<file path="config.mk">
export PLATFORM = sky130hd
export DESIGN_NAME = rc4_stream_cipher_flat
export DESIGN_NICKNAME = d
export VERILOG_FILES = /design/src/rtl/rc4_pkg.sv /design/src/rtl/rc4_if.sv /design/src/rtl/rc4_stream_cipher.sv /design/src/flat_wrapper.sv
export SDC_FILE = /design/constraint.sdc
export NUM_CORES = 2
export LEC_CHECK = 0
export BUFFER_PORTS_ARGS = -buffer_cell sky130_fd_sc_hd__buf_2
export CORE_MARGIN = 5
export CORE_UTILIZATION = 35
export CTS_CLUSTER_SIZE = 25
export DETAILED_ROUTE_END_ITERATION = 6
export PLACE_DENSITY = 0.55
export SYNTH_ARGS = -nofsm -noshare
export SYNTH_HDL_FRONTEND = slang
export SYNTH_SLANG_ARGS = --single-unit
</file>
<file path="constraint.sdc">
create_clock -name clk_i -period 13.8 [get_ports clk_i]
set_clock_uncertainty 0.2 [all_clocks]
set_input_delay 1.38 -clock clk_i [delete_from_list [all_inputs] [get_ports clk_i]]
set_output_delay 1.38 -clock clk_i [all_outputs]
set_load 0.02 [all_outputs]
</file>
<file path="src/rtl/rc4_pkg.sv">
// Shared types and constants for the RC4 stream cipher.
`default_nettype none

package rc4_pkg;

  // Data and table widths
  localparam int unsigned BYTE_W     = 8;
  localparam int unsigned TABLE_D    = 256;
  localparam int unsigned TABLE_AW   = $clog2(TABLE_D);

  // Longest key kept; later key bytes are dropped
  localparam int unsigned KEY_MAX    = 256;
  localparam int unsigned KEY_CNT_W  = 9;

  typedef logic [BYTE_W-1:0]    byte_t;
  typedef logic [TABLE_AW-1:0]  addr_t;
  typedef logic [KEY_CNT_W-1:0] key_cnt_t;

  // Request type codes
  localparam logic REQ_KEY  = 1'b0;
  localparam logic REQ_DATA = 1'b1;

endpackage

`default_nettype wire

</file>
<file path="src/rtl/rc4_if.sv">
// Valid/ready channel interfaces for the RC4 request and result streams.
`default_nettype none

interface rc4_in_if;
  logic           valid;
  logic           ready;
  logic           req_type;
  rc4_pkg::byte_t in_byte;
  logic           key_last;

  modport source (output valid, output req_type, output in_byte, output key_last,
                  input ready);
  modport sink   (input valid, input req_type, input in_byte, input key_last,
                  output ready);
endinterface

interface rc4_out_if;
  logic           valid;
  logic           ready;
  rc4_pkg::byte_t out_byte;

  modport source (output valid, output out_byte, input ready);
  modport sink   (input valid, input out_byte, output ready);
endinterface

`default_nettype wire

</file>
<file path="src/rtl/rc4_stream_cipher.sv">
// RC4 stream cipher: key store, key schedule sequencer and keystream datapath.
//
//  channel | dir | payload                        | transfer
//  --------+-----+--------------------------------+-----------------------
//  in_i    | in  | req_type, in_byte, key_last    | valid & ready
//  out_o   | out | out_byte                       | valid & ready
//
// A key byte without key_last is taken and the input stays ready. A key byte with
// key_last starts the key schedule: identity fill of all 256 entries, then per
// entry two reads and two swap writes; the input is not ready until it ends.
// The steps of a data byte are set by the single read and single write port of the
// permutation memory (two reads, two swap writes with the keystream read, output).
// Reset clears the indices, key count, state and output valid; both memories are
// left as they are and must be loaded with a key before data is sent.
// A stalled output holds its byte; the next item is still taken meanwhile.
`default_nettype none

module rc4_stream_cipher (
  input  wire         clk_i,
  input  wire         rst_ni,
  rc4_in_if.sink      in_i,
  rc4_out_if.source   out_o
);
  import rc4_pkg::*;

  // Sequencer states
  localparam logic [3:0] ST_IDLE     = 4'd0;
  localparam logic [3:0] ST_INIT     = 4'd1;
  localparam logic [3:0] ST_KS_RD_K  = 4'd2;
  localparam logic [3:0] ST_KS_RD_J  = 4'd3;
  localparam logic [3:0] ST_KS_WR_K  = 4'd4;
  localparam logic [3:0] ST_KS_WR_J  = 4'd5;
  localparam logic [3:0] ST_DT_RD_I  = 4'd6;
  localparam logic [3:0] ST_DT_RD_J  = 4'd7;
  localparam logic [3:0] ST_DT_WR_I  = 4'd8;
  localparam logic [3:0] ST_DT_WR_J  = 4'd9;
  localparam logic [3:0] ST_DT_OUT   = 4'd10;

  localparam addr_t    ADDR_LAST = addr_t'(TABLE_D - 1);
  localparam key_cnt_t KEY_LIMIT = key_cnt_t'(KEY_MAX);

  // Memories
  byte_t perm_mem [TABLE_D];
  byte_t key_mem  [TABLE_D];

  logic [3:0] state_q, state_d;
  addr_t      i_q, i_d;
  addr_t      j_q, j_d;
  addr_t      kpos_q, kpos_d;
  key_cnt_t   key_cnt_q, key_cnt_d;
  key_cnt_t   len_q, len_d;
  byte_t      si_q, si_d;
  byte_t      t_q, t_d;
  byte_t      byte_q, byte_d;
  logic       out_valid_q, out_valid_d;
  byte_t      out_byte_q, out_byte_d;

  byte_t      perm_rdata_q;
  byte_t      key_rdata_q;

  logic       perm_re, perm_we, key_re, key_we;
  addr_t      perm_raddr, perm_waddr;
  byte_t      perm_wdata;

  logic       in_xfer, out_free;
  key_cnt_t   key_cnt_inc;
  key_cnt_t   kpos_inc;
  byte_t      ks;
  addr_t      ks_j_sum;
  addr_t      dt_j_sum;

  assign in_i.ready   = (state_q == ST_IDLE);
  assign in_xfer      = in_i.valid && in_i.ready;
  assign out_free     = !out_valid_q || out_o.ready;
  assign out_o.valid  = out_valid_q;
  assign out_o.out_byte = out_byte_q;

  // Key count after the current byte; saturates at the key limit
  assign key_cnt_inc = (key_cnt_q < KEY_LIMIT) ? key_cnt_q + key_cnt_t'(1) : key_cnt_q;
  assign kpos_inc    = key_cnt_t'(kpos_q) + key_cnt_t'(1);

  // Separate adders for j: one for the schedule, one for the data path
  assign ks_j_sum = j_q + key_rdata_q + perm_rdata_q;
  assign dt_j_sum = j_q + perm_rdata_q;

  // Keystream byte; forward si when the keystream read hit the entry S[j] written in the same cycle
  assign ks = (t_q == j_q) ? si_q : perm_rdata_q;

  // Key store write at the key transfer
  assign key_we = in_xfer && (in_i.req_type == REQ_KEY) && (key_cnt_q < KEY_LIMIT);
  assign key_re = (state_q == ST_KS_RD_K);

  // Sequencer and datapath control
  always_comb begin
    state_d     = state_q;
    i_d         = i_q;
    j_d         = j_q;
    kpos_d      = kpos_q;
    key_cnt_d   = key_cnt_q;
    len_d       = len_q;
    si_d        = si_q;
    t_d         = t_q;
    byte_d      = byte_q;
    out_valid_d = out_valid_q;
    out_byte_d  = out_byte_q;
    perm_re     = 1'b0;
    perm_we     = 1'b0;
    perm_raddr  = i_q;
    perm_waddr  = i_q;
    perm_wdata  = si_q;

    if (out_valid_q && out_o.ready) begin
      out_valid_d = 1'b0;
    end

    case (state_q)
      ST_IDLE: begin
        if (in_xfer) begin
          if (in_i.req_type == REQ_KEY) begin
            key_cnt_d = key_cnt_inc;
            if (in_i.key_last) begin
              len_d     = key_cnt_inc;
              key_cnt_d = '0;
              i_d       = '0;
              state_d   = ST_INIT;
            end
          end else begin
            byte_d  = in_i.in_byte;
            i_d     = i_q + addr_t'(1);
            state_d = ST_DT_RD_I;
          end
        end
      end
      ST_INIT: begin
        perm_we    = 1'b1;
        perm_waddr = i_q;
        perm_wdata = byte_t'(i_q);
        i_d        = i_q + addr_t'(1);
        if (i_q == ADDR_LAST) begin
          j_d     = '0;
          kpos_d  = '0;
          state_d = ST_KS_RD_K;
        end
      end
      ST_KS_RD_K: begin
        perm_re    = 1'b1;
        perm_raddr = i_q;
        state_d    = ST_KS_RD_J;
      end
      ST_KS_RD_J: begin
        si_d       = perm_rdata_q;
        j_d        = ks_j_sum;
        perm_re    = 1'b1;
        perm_raddr = ks_j_sum;
        state_d    = ST_KS_WR_K;
      end
      ST_KS_WR_K: begin
        perm_we    = 1'b1;
        perm_waddr = i_q;
        perm_wdata = perm_rdata_q;
        state_d    = ST_KS_WR_J;
      end
      ST_KS_WR_J: begin
        perm_we    = 1'b1;
        perm_waddr = j_q;
        perm_wdata = si_q;
        i_d        = i_q + addr_t'(1);
        kpos_d     = (kpos_inc >= len_q) ? '0 : kpos_inc[TABLE_AW-1:0];
        if (i_q == ADDR_LAST) begin
          i_d     = '0;
          j_d     = '0;
          state_d = ST_IDLE;
        end else begin
          state_d = ST_KS_RD_K;
        end
      end
      ST_DT_RD_I: begin
        perm_re    = 1'b1;
        perm_raddr = i_q;
        state_d    = ST_DT_RD_J;
      end
      ST_DT_RD_J: begin
        si_d       = perm_rdata_q;
        j_d        = dt_j_sum;
        perm_re    = 1'b1;
        perm_raddr = dt_j_sum;
        state_d    = ST_DT_WR_I;
      end
      ST_DT_WR_I: begin
        // rdata holds S[j]; it goes to S[i]
        perm_we    = 1'b1;
        perm_waddr = i_q;
        perm_wdata = perm_rdata_q;
        t_d        = si_q + perm_rdata_q;
        state_d    = ST_DT_WR_J;
      end
      ST_DT_WR_J: begin
        perm_we    = 1'b1;
        perm_waddr = j_q;
        perm_wdata = si_q;
        perm_re    = 1'b1;
        perm_raddr = t_q;
        state_d    = ST_DT_OUT;
      end
      ST_DT_OUT: begin
        if (out_free) begin
          out_valid_d = 1'b1;
          out_byte_d  = byte_q ^ ks;
          state_d     = ST_IDLE;
        end
      end
      default: begin
        state_d = ST_IDLE;
      end
    endcase
  end

  // Control registers
  always_ff @(posedge clk_i or negedge rst_ni) begin
    if (!rst_ni) begin
      state_q     <= ST_IDLE;
      i_q         <= '0;
      j_q         <= '0;
      kpos_q      <= '0;
      key_cnt_q   <= '0;
      len_q       <= '0;
      out_valid_q <= 1'b0;
    end else begin
      state_q     <= state_d;
      i_q         <= i_d;
      j_q         <= j_d;
      kpos_q      <= kpos_d;
      key_cnt_q   <= key_cnt_d;
      len_q       <= len_d;
      out_valid_q <= out_valid_d;
    end
  end

  // Payload registers
  always_ff @(posedge clk_i) begin
    si_q       <= si_d;
    t_q        <= t_d;
    byte_q     <= byte_d;
    out_byte_q <= out_byte_d;
  end

  // Permutation memory: one write and one registered read per cycle
  always_ff @(posedge clk_i) begin
    if (perm_we) begin
      perm_mem[perm_waddr] <= perm_wdata;
    end
    if (perm_re) begin
      perm_rdata_q <= perm_mem[perm_raddr];
    end
  end

  // Key store
  always_ff @(posedge clk_i) begin
    if (key_we) begin
      key_mem[key_cnt_q[TABLE_AW-1:0]] <= in_i.in_byte;
    end
    if (key_re) begin
      key_rdata_q <= key_mem[kpos_q];
    end
  end

  // Checks
  a_out_from_last_step: assert property (@(posedge clk_i) disable iff (!rst_ni)
    $rose(out_valid_q) |-> $past(state_q) == ST_DT_OUT)
    else $error("result raised outside the output step");

  a_key_cnt_limit: assert property (@(posedge clk_i) disable iff (!rst_ni)
    key_cnt_q <= KEY_LIMIT)
    else $error("key count beyond the key limit");

  a_sched_end: assert property (@(posedge clk_i) disable iff (!rst_ni)
    (state_q == ST_KS_WR_J && i_q == ADDR_LAST) |=>
      (state_q == ST_IDLE && i_q == '0 && j_q == '0))
    else $error("key schedule did not end with cleared indices");

  a_data_start: assert property (@(posedge clk_i) disable iff (!rst_ni)
    (in_xfer && in_i.req_type == REQ_DATA) |=> (state_q == ST_DT_RD_I && i_q == $past(i_q) + addr_t'(1)))
    else $error("data transfer did not advance index i");

  a_kpos_in_key: assert property (@(posedge clk_i) disable iff (!rst_ni)
    (state_q == ST_KS_RD_K) |-> (key_cnt_t'(kpos_q) < len_q))
    else $error("key position outside the loaded key");

endmodule

`default_nettype wire
</file>
<file path="src/flat_wrapper.sv">
// flat-port wrapper written by rule: the top's interface ports become plain ports
module rc4_stream_cipher_flat import rc4_pkg::*;
  (clk_i, rst_ni, in_i_valid, in_i_req_type, in_i_in_byte, in_i_key_last, in_i_ready, out_o_valid, out_o_out_byte, out_o_ready);
  rc4_in_if in_i_i ();
  rc4_out_if out_o_i ();
  input  wire clk_i;
  input  wire rst_ni;
  input wire logic [$bits(in_i_i.valid)-1:0] in_i_valid;
  input wire logic [$bits(in_i_i.req_type)-1:0] in_i_req_type;
  input wire logic [$bits(in_i_i.in_byte)-1:0] in_i_in_byte;
  input wire logic [$bits(in_i_i.key_last)-1:0] in_i_key_last;
  output wire logic [$bits(in_i_i.ready)-1:0] in_i_ready;
  output wire logic [$bits(out_o_i.valid)-1:0] out_o_valid;
  output wire logic [$bits(out_o_i.out_byte)-1:0] out_o_out_byte;
  input wire logic [$bits(out_o_i.ready)-1:0] out_o_ready;
  assign in_i_i.valid = in_i_valid;
  assign in_i_i.req_type = in_i_req_type;
  assign in_i_i.in_byte = in_i_in_byte;
  assign in_i_i.key_last = in_i_key_last;
  assign in_i_ready = in_i_i.ready;
  assign out_o_valid = out_o_i.valid;
  assign out_o_out_byte = out_o_i.out_byte;
  assign out_o_i.ready = out_o_ready;
  rc4_stream_cipher u_core (.clk_i(clk_i), .rst_ni(rst_ni), .in_i(in_i_i), .out_o(out_o_i));
endmodule
</file>
==> flow_metrics.py <==
metrics = {
    "drt": {
        "drtIter0Drc": 10131,
        "drc": 1,
        "wl_per_cell_um": 30.8,
        "via_per_inst": 5.59,
        "antenna_left": 1,
        "dr.pass1.iters": 7,
        "drt_wl_total_mm": 453,
        "vias": 82147,
    },
    "grt": {
        "grt_pass1_wl_mm": 641,
        "track_usage_pct": 18.4,
        "grt_max_degree": 217,
        "overflow": 0,
        "grt_pass1_vias": 82672,
        "antenna_found_initial": 20,
    },
    "synthesis": {
        "yosys-top-cells-area": "edfxtp_1 (76%), mux4_2 (15%), nor2_1 (1.4%), nand2_1 (1.2%), dfrtp_1 (0.72%)",
        "synthCells": 7986,
        "yosys_warnings": 0,
        "synth-edff-count": 4144,
        "async_flop_share_pct": 1.12,
        "synth_top_area_share_pct": 75.7,
        "syn_area_sq_mm": 0.164,
        "synth_seq_area_share_pct": 76.4,
        "yosysUniqueCellTypes": 87,
        "synth_ff_type": "edfxtp_1",
        "syn_area_per_cell_sq_um": 20.6,
        "synth_fp_nets": 8045,
        "ys_ff_latch": 4191,
        "yosysTopAreaCell": "edfxtp_1",
    },
    "critical_path": {
        "r2r-start": "u_core.state_q[0]",
        "max_stage_delay_ns": 0.90,
        "critical_path.endpoint_type": "register",
        "crit_required_ns": 14.31,
        "worst-path-max-fanout": 93,
        "crit_arrival_ns": 7.56,
        "startpoint": "u_core.state_q[0]",
        "rr_worst_depth": 11,
        "path_cells": "and3b_1 > o21ai_2 > nand3_4 > buf_12 > buf_4 > mux4_2 > a22o_1 > a221oi_1 > o22ai_1 > o21ai_0 > o211ai_1",
        "crit_slowest_cell": "dfrtp_1",
        "start_kind": "register",
        "regToRegSetupSlack_ns": 6.75,
        "r2r_end": "u_core.perm_rdata_q[3]",
        "critPathKind": "reg2reg",
        "crit_end": "u_core.perm_rdata_q[3]",
    },
    "clock_network": {
        "cts_tree": "yes",
        "postCtsHoldBufs": 0,
        "cts-root-buf": "clkbuf_16",
        "postCtsSetupBuffers": 0,
        "clock_path_buffers": 4,
        "post_cts_resized": 0,
        "cts_num_sinks": 4191,
        "numCtsBuffers": 425,
        "worstSkewPairLatency_ns": 1.02,
        "clkTransAtPathRegs_ns": 0.06,
        "cts_max_level": 5,
    },
    "final_layout": {
        "multi_input_area_sq_mm": 0.0366,
        "seq_area_sq_mm": 0.126,
        "fin_area_sq_mm": 0.185,
        "final_cells": 14689,
        "drive_above_1_share_pct": 23.0,
        "utilization_pct": 39.7,
        "n_fill_cell": 41190,
        "num-nets-final": 8180,
        "syn2layout_area_growth_pct": 12.9,
    },
    "floorplan": {
        "die_h_um": 695,
        "dieWidth_um": 695,
        "die_area_sq_mm": 0.483,
        "rows": 251,
        "start_util_pct": 35.1,
        "ioPinCount": 24,
        "coreArea_sq_mm": 0.468,
    },
    "sta": {
        "fin_crit_ns": 7.05,
        "setup_tns_ns": 0,
        "finalSetupViolations": 0,
        "finalCritPeriodShare_pct": 51.1,
        "slew_headroom_pct": 9.49,
        "worst_slew_pin_slew_ns": 1.35,
        "drv_slew": 0,
        "fmax_mhz": 142,
        "rsz0062_at_grt": "no",
        "hold_violations": 0,
    },
    "power": {
        "p_per_area_mw_per_mm2": 234,
        "total_power_uw": 43400,
        "leakagePower_uw": 0.0562,
        "ir_drop_uv": 369,
    },
    "status": {
        "status": "finished with violations",
        "violations": "antenna violations, design-rule violations",
    },
    "placement": {
        "placed_cell_area_sq_mm": 0.172,
        "dp_cells": 13892,
        "finalWeightedCongestion": 0.892,
        "portBuffers": 23,
        "place.detailed.hpwl_mm": 273,
    },
    "job": {
        "maxCapViolCount": 0,
    },
    "worst_hold_path": {
        "hold_class": "reg2reg",
    },
}
## synthesized netlist by cell type (all sizes together) (7+ instances only)
cell	number
fa	10
nor3	32
o21ai	74
clkbuf	207
a32oi	18
edfxtp	4144
a222oi	20
nand2b	18
a211oi	17
buf	262
a221oi	59
o22ai	42
mux2	20
a21o	15
dfrtp	47
a21oi	117
a22oi	60
or2	7
nand4	18
and3	30
nor2b	20
mux4	1071
ha	35
a22o	39
inv	29
nor2	599
nand2	524
mux2i	55
nand3b	10
nand3	196
a31oi	35
xnor2	30
xor2	11
## layout by cell type, fill, tap and decap left out, drive strengths merged, types with 10 or more instances in the layout
cell      netlist  layout
nand2b         18      18
nand3b         10      10
dfrtp          47      47
clkinvlp        0      15
a211oi         17      17
fa             10      10
a31oi          35      35
a22o           39      39
buf           262     177
xnor2          30      30
a21oi         117     117
clkinv          2     214
a22oi          60      60
nand2         524     524
mux4         1071    1071
o21ai          74      74
bufinv          0      39
ha             35      35
nand3         196     196
clkbuf        207     509
nor2b          20      20
a221oi         59      59
edfxtp       4144    4144
mux2i          55      55
mux2           20      20
nor3           32      32
nor2          599     599
a21o           15      15
a222oi         20      20
xor2           11      11
and3           30      30
nand4          18      18
inv            29      40
o22ai          42      42
diode           0      11
a32oi          18      18
## registers in the layout, indices dropped and copies added (netlist names)
register / count
u_core.state_q: 4
u_core.i_q: 8
u_core.out_o.out_byte: 8
u_core.key_rdata_q: 8
u_core.key_cnt_q: 9
u_core.kpos_q: 8
u_core.perm_mem: 2048
u_core.byte_q: 8
u_core.key_mem: 2048
u_core.j_q: 8
u_core.out_o.valid: 1
u_core.len_q: 9
u_core.t_q: 8
u_core.si_q: 8
u_core.perm_rdata_q: 8
## power breakdown
group	leakage, uW	internal [uW]	switching, uW
clock	0.00668	6470	4900
sequential	0.0379	15800	302
combinational	0.0116	5320	10500
## worst max-delay path, delay by kind of cell (launching register included)
kind,cells,cell delay (ns)
and+or+nand+nor,2,1.37
DFF,1,0.90
AOI/OAI and AO/OA,6,1.96
muxes,1,0.60
buffers and inverters,2,1.42
## area by class of cell
class | instances | area share (%)
flip-flops and latches | 4191 | 67.7
multi-input cells | 3295 | 19.7
clock buffers | 509 | 5.97
well taps | 6198 | 4.18
clock inverters | 277 | 1.44
repair buffers | 177 | 0.843
inverters | 31 | 0.0627
diodes | 11 | 0.0148
## stage by stage
| step | hold slack [ns] | worst slack, ns |
|---|---|---|
| global route | 0.337 | 6.21 |
| floorplan | 0.250 | 7.99 |
| CTS | 0.300 | 6.88 |
| global placement | 0.267 | 6.99 |
| detailed placement | 0.282 | 6.86 |
| finish | 0.296 | 6.75 |
## cell families (layout without fill, tap and decap cells)
family	Yosys count	count (layout)	synth area share (%)
DFF	4191	4191	76.4
buffers and inverters	500	994	1.47
AOI/OAI and AO/OA	575	575	2.49
xor gates and xnor gates	41	41	0.219
and+or+nand+nor	1488	1488	3.84
adders and majority gates	45	45	0.388
other	0	11	0
muxes	1146	1146	15.2
## how the worst min path moves through the flow
stage	from	end	slack [ns]	cells after the start
6_report	u_core.len_q[0]	u_core.len_q[0]	0.30	2
5_1_grt	u_core.len_q[0]	u_core.len_q[0]	0.34	2
4_1_cts	u_core.len_q[7]	u_core.len_q[7]	0.30	2
3_5_place_dp	u_core.len_q[0]	u_core.len_q[0]	0.28	2
3_3_place_gp	u_core.len_q[4]	u_core.len_q[4]	0.27	2
2_1_floorplan	u_core.len_q[4]	u_core.len_q[4]	0.25	2
## routing by layer
metal	share of wire, %	global-route usage, %	vias up
met5	0.016	0	-
met4	3.7	5.87	10
met3	8.9	3.89	778
met2	48	29.4	3746
met1	40	25.3	44282
li1	-	-	33331
Power figures use the tool's default switching activity.
